--- src/rtl/core/lrupr_pkg.sv ---
// Shared types and constants for the LRU page replacement block
package lrupr_pkg;

  localparam int CFG_W      = 4;
  localparam int PAGE_IN_W  = 16;
  localparam int FIDX_W     = 3;
  localparam int HIT_W      = 16;

  localparam logic [CFG_W-1:0] CFG_RESET = 4'd8;
  localparam logic [HIT_W-1:0] HIT_MAX   = 16'hFFFF;

  // Control for the recency update
  typedef struct packed {
    logic en;       // apply the update this cycle
    logic age_all;  // fill of an empty frame: every other valid frame ages
  } age_ctrl_t;

endpackage

--- src/rtl/core/lrupr_age.sv ---
// Parallel recency-rank update applied once per reference
module lrupr_age #(
  parameter int FRAMES = 8,
  parameter int RW     = 3
) (
  input  lrupr_pkg::age_ctrl_t ctrl,
  input  logic [RW-1:0]        sel_f,
  input  logic [RW-1:0]        limit,
  input  logic [RW-1:0]        last_idx,
  input  logic [FRAMES-1:0]    valid,
  input  logic [RW-1:0]        rank [FRAMES],
  output logic [RW-1:0]        rank_next [FRAMES]
);
  import lrupr_pkg::*;

  localparam logic [RW-1:0] RMAX = RW'(FRAMES - 1);

  always_comb begin
    for (int i = 0; i < FRAMES; i++) begin
      rank_next[i] = rank[i];
      if (ctrl.en && (RW'(i) <= last_idx)) begin
        if (RW'(i) == sel_f) begin
          rank_next[i] = '0;
        end else if (valid[i] && (ctrl.age_all || rank[i] < limit) && rank[i] != RMAX) begin
          rank_next[i] = rank[i] + 1'b1;
        end
      end
    end
  end

endmodule

--- src/rtl/core/lru_page_replacement.sv ---
// An accepted start enters SCAN, which walks the active frames (1..FRAMES); UPDATE then raises the done strobe.
// A hit ends the scan early.
// The block does not accept a new reference while busy with the current one.
// The scan makes one page compare per cycle through a single comparator.
// Reset (rst, synchronous): frames empty, ranks and hit count zero, frames_in_use back to 8.
// Frame page contents are not cleared; no clearing pass is needed.
module lru_page_replacement #(
  parameter int FRAMES    = 8,
  parameter int PAGE_BITS = 16
) (
  input  logic                            clk,
  input  logic                            rst,
  input  logic                            cfg_wr_en,
  input  logic [lrupr_pkg::CFG_W-1:0]     cfg_wr_data,
  input  logic                            start,
  input  logic [lrupr_pkg::PAGE_IN_W-1:0] page_number,
  output logic                            busy,
  output logic                            done,
  output logic                            hit,
  output logic [lrupr_pkg::FIDX_W-1:0]    frame_index,
  output logic                            evicted_valid,
  output logic [lrupr_pkg::PAGE_IN_W-1:0] evicted_page,
  output logic [lrupr_pkg::HIT_W-1:0]     hit_total
);
  import lrupr_pkg::*;

  localparam int IW = (FRAMES > 1) ? $clog2(FRAMES) : 1;
  localparam logic [CFG_W:0] FRAMES_C = (CFG_W + 1)'(FRAMES);

  typedef enum logic [1:0] {IDLE, SCAN, UPDATE} state_t;

  state_t                 state;
  logic [CFG_W-1:0]       frames_in_use;
  logic [PAGE_BITS-1:0]   frame_page [FRAMES];
  logic [FRAMES-1:0]      frame_valid;
  logic [IW-1:0]          rank [FRAMES];
  logic [IW-1:0]          rank_next [FRAMES];
  logic [HIT_W-1:0]       hit_counter;

  logic [IW-1:0]          idx;
  logic [PAGE_BITS-1:0]   page_q;
  logic                   hit_q;
  logic [IW-1:0]          hit_f;
  logic                   empty_q;
  logic [IW-1:0]          empty_f;
  logic [IW-1:0]          best;
  logic [IW-1:0]          vic_f;
  logic [PAGE_BITS-1:0]   vic_page;

  logic [IW-1:0]          last_idx;
  logic [CFG_W-1:0]       cfg_m1;
  logic [PAGE_BITS-1:0]   cur_page;
  logic                   cur_valid;
  logic [IW-1:0]          cur_rank;
  logic                   match;
  logic [IW-1:0]          sel_f;
  logic                   evict;
  logic [HIT_W-1:0]       hit_counter_next;
  age_ctrl_t              age_ctrl;

  // Clamp the register to 1..FRAMES, held as the last frame index
  assign cfg_m1 = frames_in_use - 1'b1;
  always_comb begin
    if (frames_in_use == '0) begin
      last_idx = '0;
    end else if ({1'b0, frames_in_use} > FRAMES_C) begin
      last_idx = IW'(FRAMES - 1);
    end else begin
      last_idx = cfg_m1[IW-1:0];
    end
  end

  assign cur_page  = frame_page[idx];
  assign cur_valid = frame_valid[idx];
  assign cur_rank  = rank[idx];
  assign match     = cur_valid && (cur_page == page_q);

  assign sel_f = hit_q ? hit_f : (empty_q ? empty_f : vic_f);
  assign evict = !hit_q && !empty_q;
  assign hit_counter_next = (hit_q && hit_counter != HIT_MAX) ? hit_counter + 1'b1
                                                              : hit_counter;

  assign age_ctrl.en      = (state == UPDATE);
  assign age_ctrl.age_all = !hit_q && empty_q;

  // best holds the hit frame's rank on a hit, the victim's rank otherwise
  lrupr_age #(
    .FRAMES (FRAMES),
    .RW     (IW)
  ) u_age (
    .ctrl      (age_ctrl),
    .sel_f     (sel_f),
    .limit     (best),
    .last_idx  (last_idx),
    .valid     (frame_valid),
    .rank      (rank),
    .rank_next (rank_next)
  );

  assign busy = (state != IDLE);

  always_ff @(posedge clk) begin
    if (state == UPDATE && !hit_q) begin
      frame_page[sel_f] <= page_q;
    end
  end

  always_ff @(posedge clk) begin
    if (rst) begin
      state         <= IDLE;
      frames_in_use <= CFG_RESET;
      frame_valid   <= '0;
      hit_counter   <= '0;
      for (int i = 0; i < FRAMES; i++) begin
        rank[i] <= '0;
      end
      idx           <= '0;
      page_q        <= '0;
      hit_q         <= 1'b0;
      hit_f         <= '0;
      empty_q       <= 1'b0;
      empty_f       <= '0;
      best          <= '0;
      vic_f         <= '0;
      vic_page      <= '0;
      done          <= 1'b0;
      hit           <= 1'b0;
      frame_index   <= '0;
      evicted_valid <= 1'b0;
      evicted_page  <= '0;
      hit_total     <= '0;
    end else begin
      done <= 1'b0;
      for (int i = 0; i < FRAMES; i++) begin
        rank[i] <= rank_next[i];
      end
      if (cfg_wr_en) begin
        frames_in_use <= cfg_wr_data;
      end
      case (state)
        IDLE: begin
          if (start) begin
            page_q  <= PAGE_BITS'(page_number);
            idx     <= '0;
            hit_q   <= 1'b0;
            empty_q <= 1'b0;
            best    <= '0;
            state   <= SCAN;
          end
        end
        SCAN: begin
          if (match) begin
            hit_q <= 1'b1;
            hit_f <= idx;
            best  <= cur_rank;
            state <= UPDATE;
          end else begin
            if (!cur_valid && !empty_q) begin
              empty_q <= 1'b1;
              empty_f <= idx;
            end
            // first frame seeds the victim; later ones replace it only when strictly older
            if (idx == '0 || cur_rank > best) begin
              best     <= cur_rank;
              vic_f    <= idx;
              vic_page <= cur_page;
            end
            if (idx == last_idx) begin
              state <= UPDATE;
            end else begin
              idx <= idx + 1'b1;
            end
          end
        end
        UPDATE: begin
          if (!hit_q) begin
            frame_valid[sel_f] <= 1'b1;
          end
          hit_counter   <= hit_counter_next;
          done          <= 1'b1;
          hit           <= hit_q;
          frame_index   <= FIDX_W'(sel_f);
          evicted_valid <= evict;
          evicted_page  <= evict ? PAGE_IN_W'(vic_page) : '0;
          hit_total     <= hit_counter_next;
          state         <= IDLE;
        end
        default: begin
          state <= IDLE;
        end
      endcase
    end
  end

endmodule

--- config.mk ---
export PLATFORM = sky130hd
export DESIGN_NAME = lru_page_replacement
export DESIGN_NICKNAME = d
export VERILOG_FILES = /design/src/rtl/core/lrupr_pkg.sv /design/src/rtl/core/lrupr_age.sv /design/src/rtl/core/lru_page_replacement.sv
export SDC_FILE = /design/constraint.sdc
export NUM_CORES = 1
export LEC_CHECK = 0
export BUFFER_PORTS_ARGS = -buffer_cell sky130_fd_sc_hd__buf_2
export CELL_PAD_IN_SITES_DETAIL_PLACEMENT = 1
export CELL_PAD_IN_SITES_GLOBAL_PLACEMENT = 1
export CORE_ASPECT_RATIO = 0.8
export CORE_MARGIN = 4
export CORE_UTILIZATION = 50
export DETAILED_ROUTE_END_ITERATION = 6
export HOLD_SLACK_MARGIN = 0.02
export PLACE_DENSITY = 0.82
export SYNTH_ARGS = -nofsm -noshare
export SYNTH_HDL_FRONTEND = slang
export SYNTH_HIERARCHICAL = 1
export SYNTH_SLANG_ARGS = --single-unit
--- constraint.sdc ---
create_clock -name clk -period 4.4 [get_ports clk]
set_input_delay 0.22 -clock clk [delete_from_list [all_inputs] [get_ports clk]]
set_output_delay 0.22 -clock clk [all_outputs]
set_load 0.005 [all_outputs]
==> metrics.cfg <==
[status]
outcome = finished, final reports clean

[clock_tree]
cts_buffers = 26
clock_sinks = 256
cts.htree.levels = 1
clkTransAtPathRegs_ps = 60
cts_tree = done
cts_setup_buffers = 0
clockBufferDepth = 3
cts-root-buf = clkbuf_16
clock_latency_ps = 540

[synth]
seq_area_frac_synth_pct = 56.8
synth_edf_count = 128
synthArstFlopShare_pct = 0
synth_cells = 954
synth_area_per_cell_sq_um = 11.8
syn_nets = 1017
yosys_warnings = 6
yosys-top-cells-area = edfxtp_1 34%, dfxtp_1 23%, ha_1 4.3%, mux2i_1 3.9%, nor2_1 3.4%
ys_ff_latch = 256
synth_flop_cell = edfxtp_1
yosys.area.top_type_share_pct = 34.1
synth.distinct_cells = 63
synth_area_sq_um = 11300
synth_area_leader_cell = edfxtp_1

[setup_path]
critPathSlowestCell = o41a_1
worstPathCellList = buf_4, mux4_1, mux2i_1, xnor2_1, nor4_2, nand2_1, o41a_1, a21oi_1, a311oi_1
cp-end-kind = flop
rr_endpoint = vic_page[5]$_SDFFE_PP0P_
crit_type = flop to flop
slowest_delay_ps = 930
start_kind = flop
worstPathRequired_ps = 4830
path_buf_inv = 1
r2r_cells = 9
path_max_fanout = 27
worst_ep_arrival_time_ps = 4290
crit_family = compound AO/OA/AOI/OAI gates
regToRegSetupSlack_ps = 540

[sta]
tns_ps = 0
fin_crit_ps = 3860
tightest_slew_ps = 1240
rsz0062_at_grt = false
finalMaxSlewViolations = 0
max_slew_margin_pct = 17.3
clock.fmax_ghz = 0.259
finalHoldViolCount = 0
fin_crit_sh_pct = 87.7
finClkSkew_ps = 23.6
finalSetupViolations = 0
timing.hold.ws_ps = 32.5

[global_route]
grt_util_met2_pct = 41.6
top_usage_layer = met2
grt.total_usage_pct = 25.0
grt_pass1_vias = 8511
use_met1_pct = 34.4
use_met3_pct = 4.70
antenna_found_initial = 0
grt_pass1_wl_um = 48900
grt_max_degree = 83
grt_overflow = 0

[power]
p_seq_share_pct = 48.8
p_leak_nw = 4.83
p_comb_share_pct = 6.9
p_clk_share_pct = 44.4
p_int_mw = 4.15
switching_share_pct = 23.1
p_per_area_nw_per_um2 = 413
vdd_ir_drop_max_mv = 0.344
p_switching_mw = 1.25

[run]
drv_cap = 0

[detailed_routing]
vias = 8051
viasPerCell = 5.94
wirelength_um = 31100
wl_per_cell_um = 22.9
final_antenna_net_count = 0
first_iter_violations = 785
drcViolationCount = 0
drt_first_pass_iters = 5

[min_path]
worst_hold_path_type = input pin to flop
min_path_cells = 3
whs_endpoint = frames_in_use[1]$_SDFFE_PP0P_
min-delay-start = cfg_wr_en

[die]
start_util_pct = 51.6
rows = 48
coreArea_sq_um = 21900
io-pin-count = 63
die_h_um = 142
die-area_sq_um = 25000
die_width_um = 176

[final_layout]
antenna_cells = 0
fin_nets = 1099
layout-drive-gt1-share_pct = 15.7
area_growth_pct = 15.8

[placed_design]
portBuffers = 62
place_hpwl_um = 20200
gp_congestion = 0.846

worst reg2reg max path: stages (launching register included):
cell      delay, ps
dfxtp_1         610
buf_4           420
mux4_1          600
mux2i_1         260
xnor2_1         180
nor4_2           70
nand2_1         160
o41a_1          930
a21oi_1         200
a311oi_1        350
how the worst max path moves through the flow:
stage	startpoint	endpoint	slack [ps]	cells after the start
after detailed placement	flop	vic_page[9]$_SDFFE_PP0P_	660	9
after floorplan	idx[0]$_SDFFE_PP0P_	vic_page[9]$_SDFFE_PP0P_	1130	13
after global routing	flop	vic_page[5]$_SDFFE_PP0P_	320	9
after global placement	flop	best[1]$_SDFFE_PP0P_	760	9
final	flop	vic_page[5]$_SDFFE_PP0P_	540	9
after CTS	flop	vic_page[5]$_SDFFE_PP0P_	500	9
power groups by stage:
stage,Clock (mW),Sequential [mW],Combinational [mW]
floorplan,0,2.64,0.248
global placement,0,2.67,0.327
detailed placement,0,2.68,0.343
CTS,2.41,2.63,0.366
global route,2.54,2.63,0.399
finish,2.39,2.63,0.370
metal layers:
metal  part of all wire, %  up-vias
met5                     0        -
met4                   1.9        0
met3                   6.6       43
li1                      -     3661
met2                    48      285
met1                    43     4062
synth_stat cells (5+ instances only):
master	instances
or3_1	10
nand3_1	20
mux2i_1	44
edfxtp_1	128
nor2_1	103
nand4_1	8
a311oi_1	9
nor3_1	17
a22oi_1	18
o21ai_1	5
buf_2	8
inv_1	17
o21ai_0	27
o211ai_1	5
nor2b_1	34
a211oi_1	8
nand2b_1	14
mux2_2	8
ha_1	39
a21oi_1	62
dfxtp_1	128
nand2_1	78
buf_1	5
xnor2_1	18
mux4_2	15
xor2_1	17
clkbuf_1	34
mux4_1	13
cells by family after synthesis:
family / Yosys count / share of synthesized area (%)
and+or+nand+nor: 307 / 13.1
DFF: 256 / 56.8
AOI/OAI and AO/OA: 168 / 9.61
muxes: 81 / 10.8
buffers and inverters: 68 / 2.63
adders and majority gates: 39 / 4.33
xor gates and xnor gates: 35 / 2.72
registers in the layout, indices dropped and copies added (netlist names), 2 cells and up, named ones only:
register / count
frame_page: 128
rank: 24
evicted_page: 16
hit_counter: 16
page_q: 16
vic_page: 16
frame_valid: 8
frames_in_use: 4
best: 3
empty_f: 3
frame_index: 3
hit_f: 3
idx: 3
vic_f: 3
state: 2
repair_timing:
| item | CTS | global route |
|---|---|---|
| hold endpoints to repair | 20 | 0 |
| hold buffers | 22 | 0 |
| resized for setup | 0 | 0 |
cell type report:
class,instances,area [sq um]
sequential,256,6410
inverter,18,67.6
tap,300,375
multi-input combinational,630,4590
fill,2301,8810
timing repair buffer,104,683
clock buffer,35,726
clock inverter,13,204
layout by cell type (no fill, tap or decap), drive strengths merged, types with 5 or more instances in the layout:
cell type	instances
nand2b	14
mux4	28
a21oi	62
nor2	104
nand4	8
mux2	8
mux2i	45
buf	82
dlygate4sd3	22
or3	11
edfxtp	128
xor2	17
clkinv	7
ha	39
nand2	78
a211oi	8
o211ai	5
xnor2	18
bufinv	5
nor3	17
nor2b	34
nand3	20
a22oi	18
inv	18
o21ai	32
a311oi	10
dfxtp	128
clkbuf	35
stage by stage:
stage / util [%] / power [mW] / setup WS [ps] / cell area (sq um) / instances
finish: 59.7 / 5.39 / 539 / 13100 / 1356
global route: 59.7 / 5.57 / 319 / 13100 / 1356
CTS: 59.7 / 5.40 / 503 / 13100 / 1356
detailed placement: 54.5 / 3.02 / 655 / 11900 / 1286
global placement: 54.5 / 3.00 / 763 / 11900 / 1286
floorplan: - / 2.89 / 1130 / 11300 / 954
No activity file was read; power rests on OpenSTA's default activity.
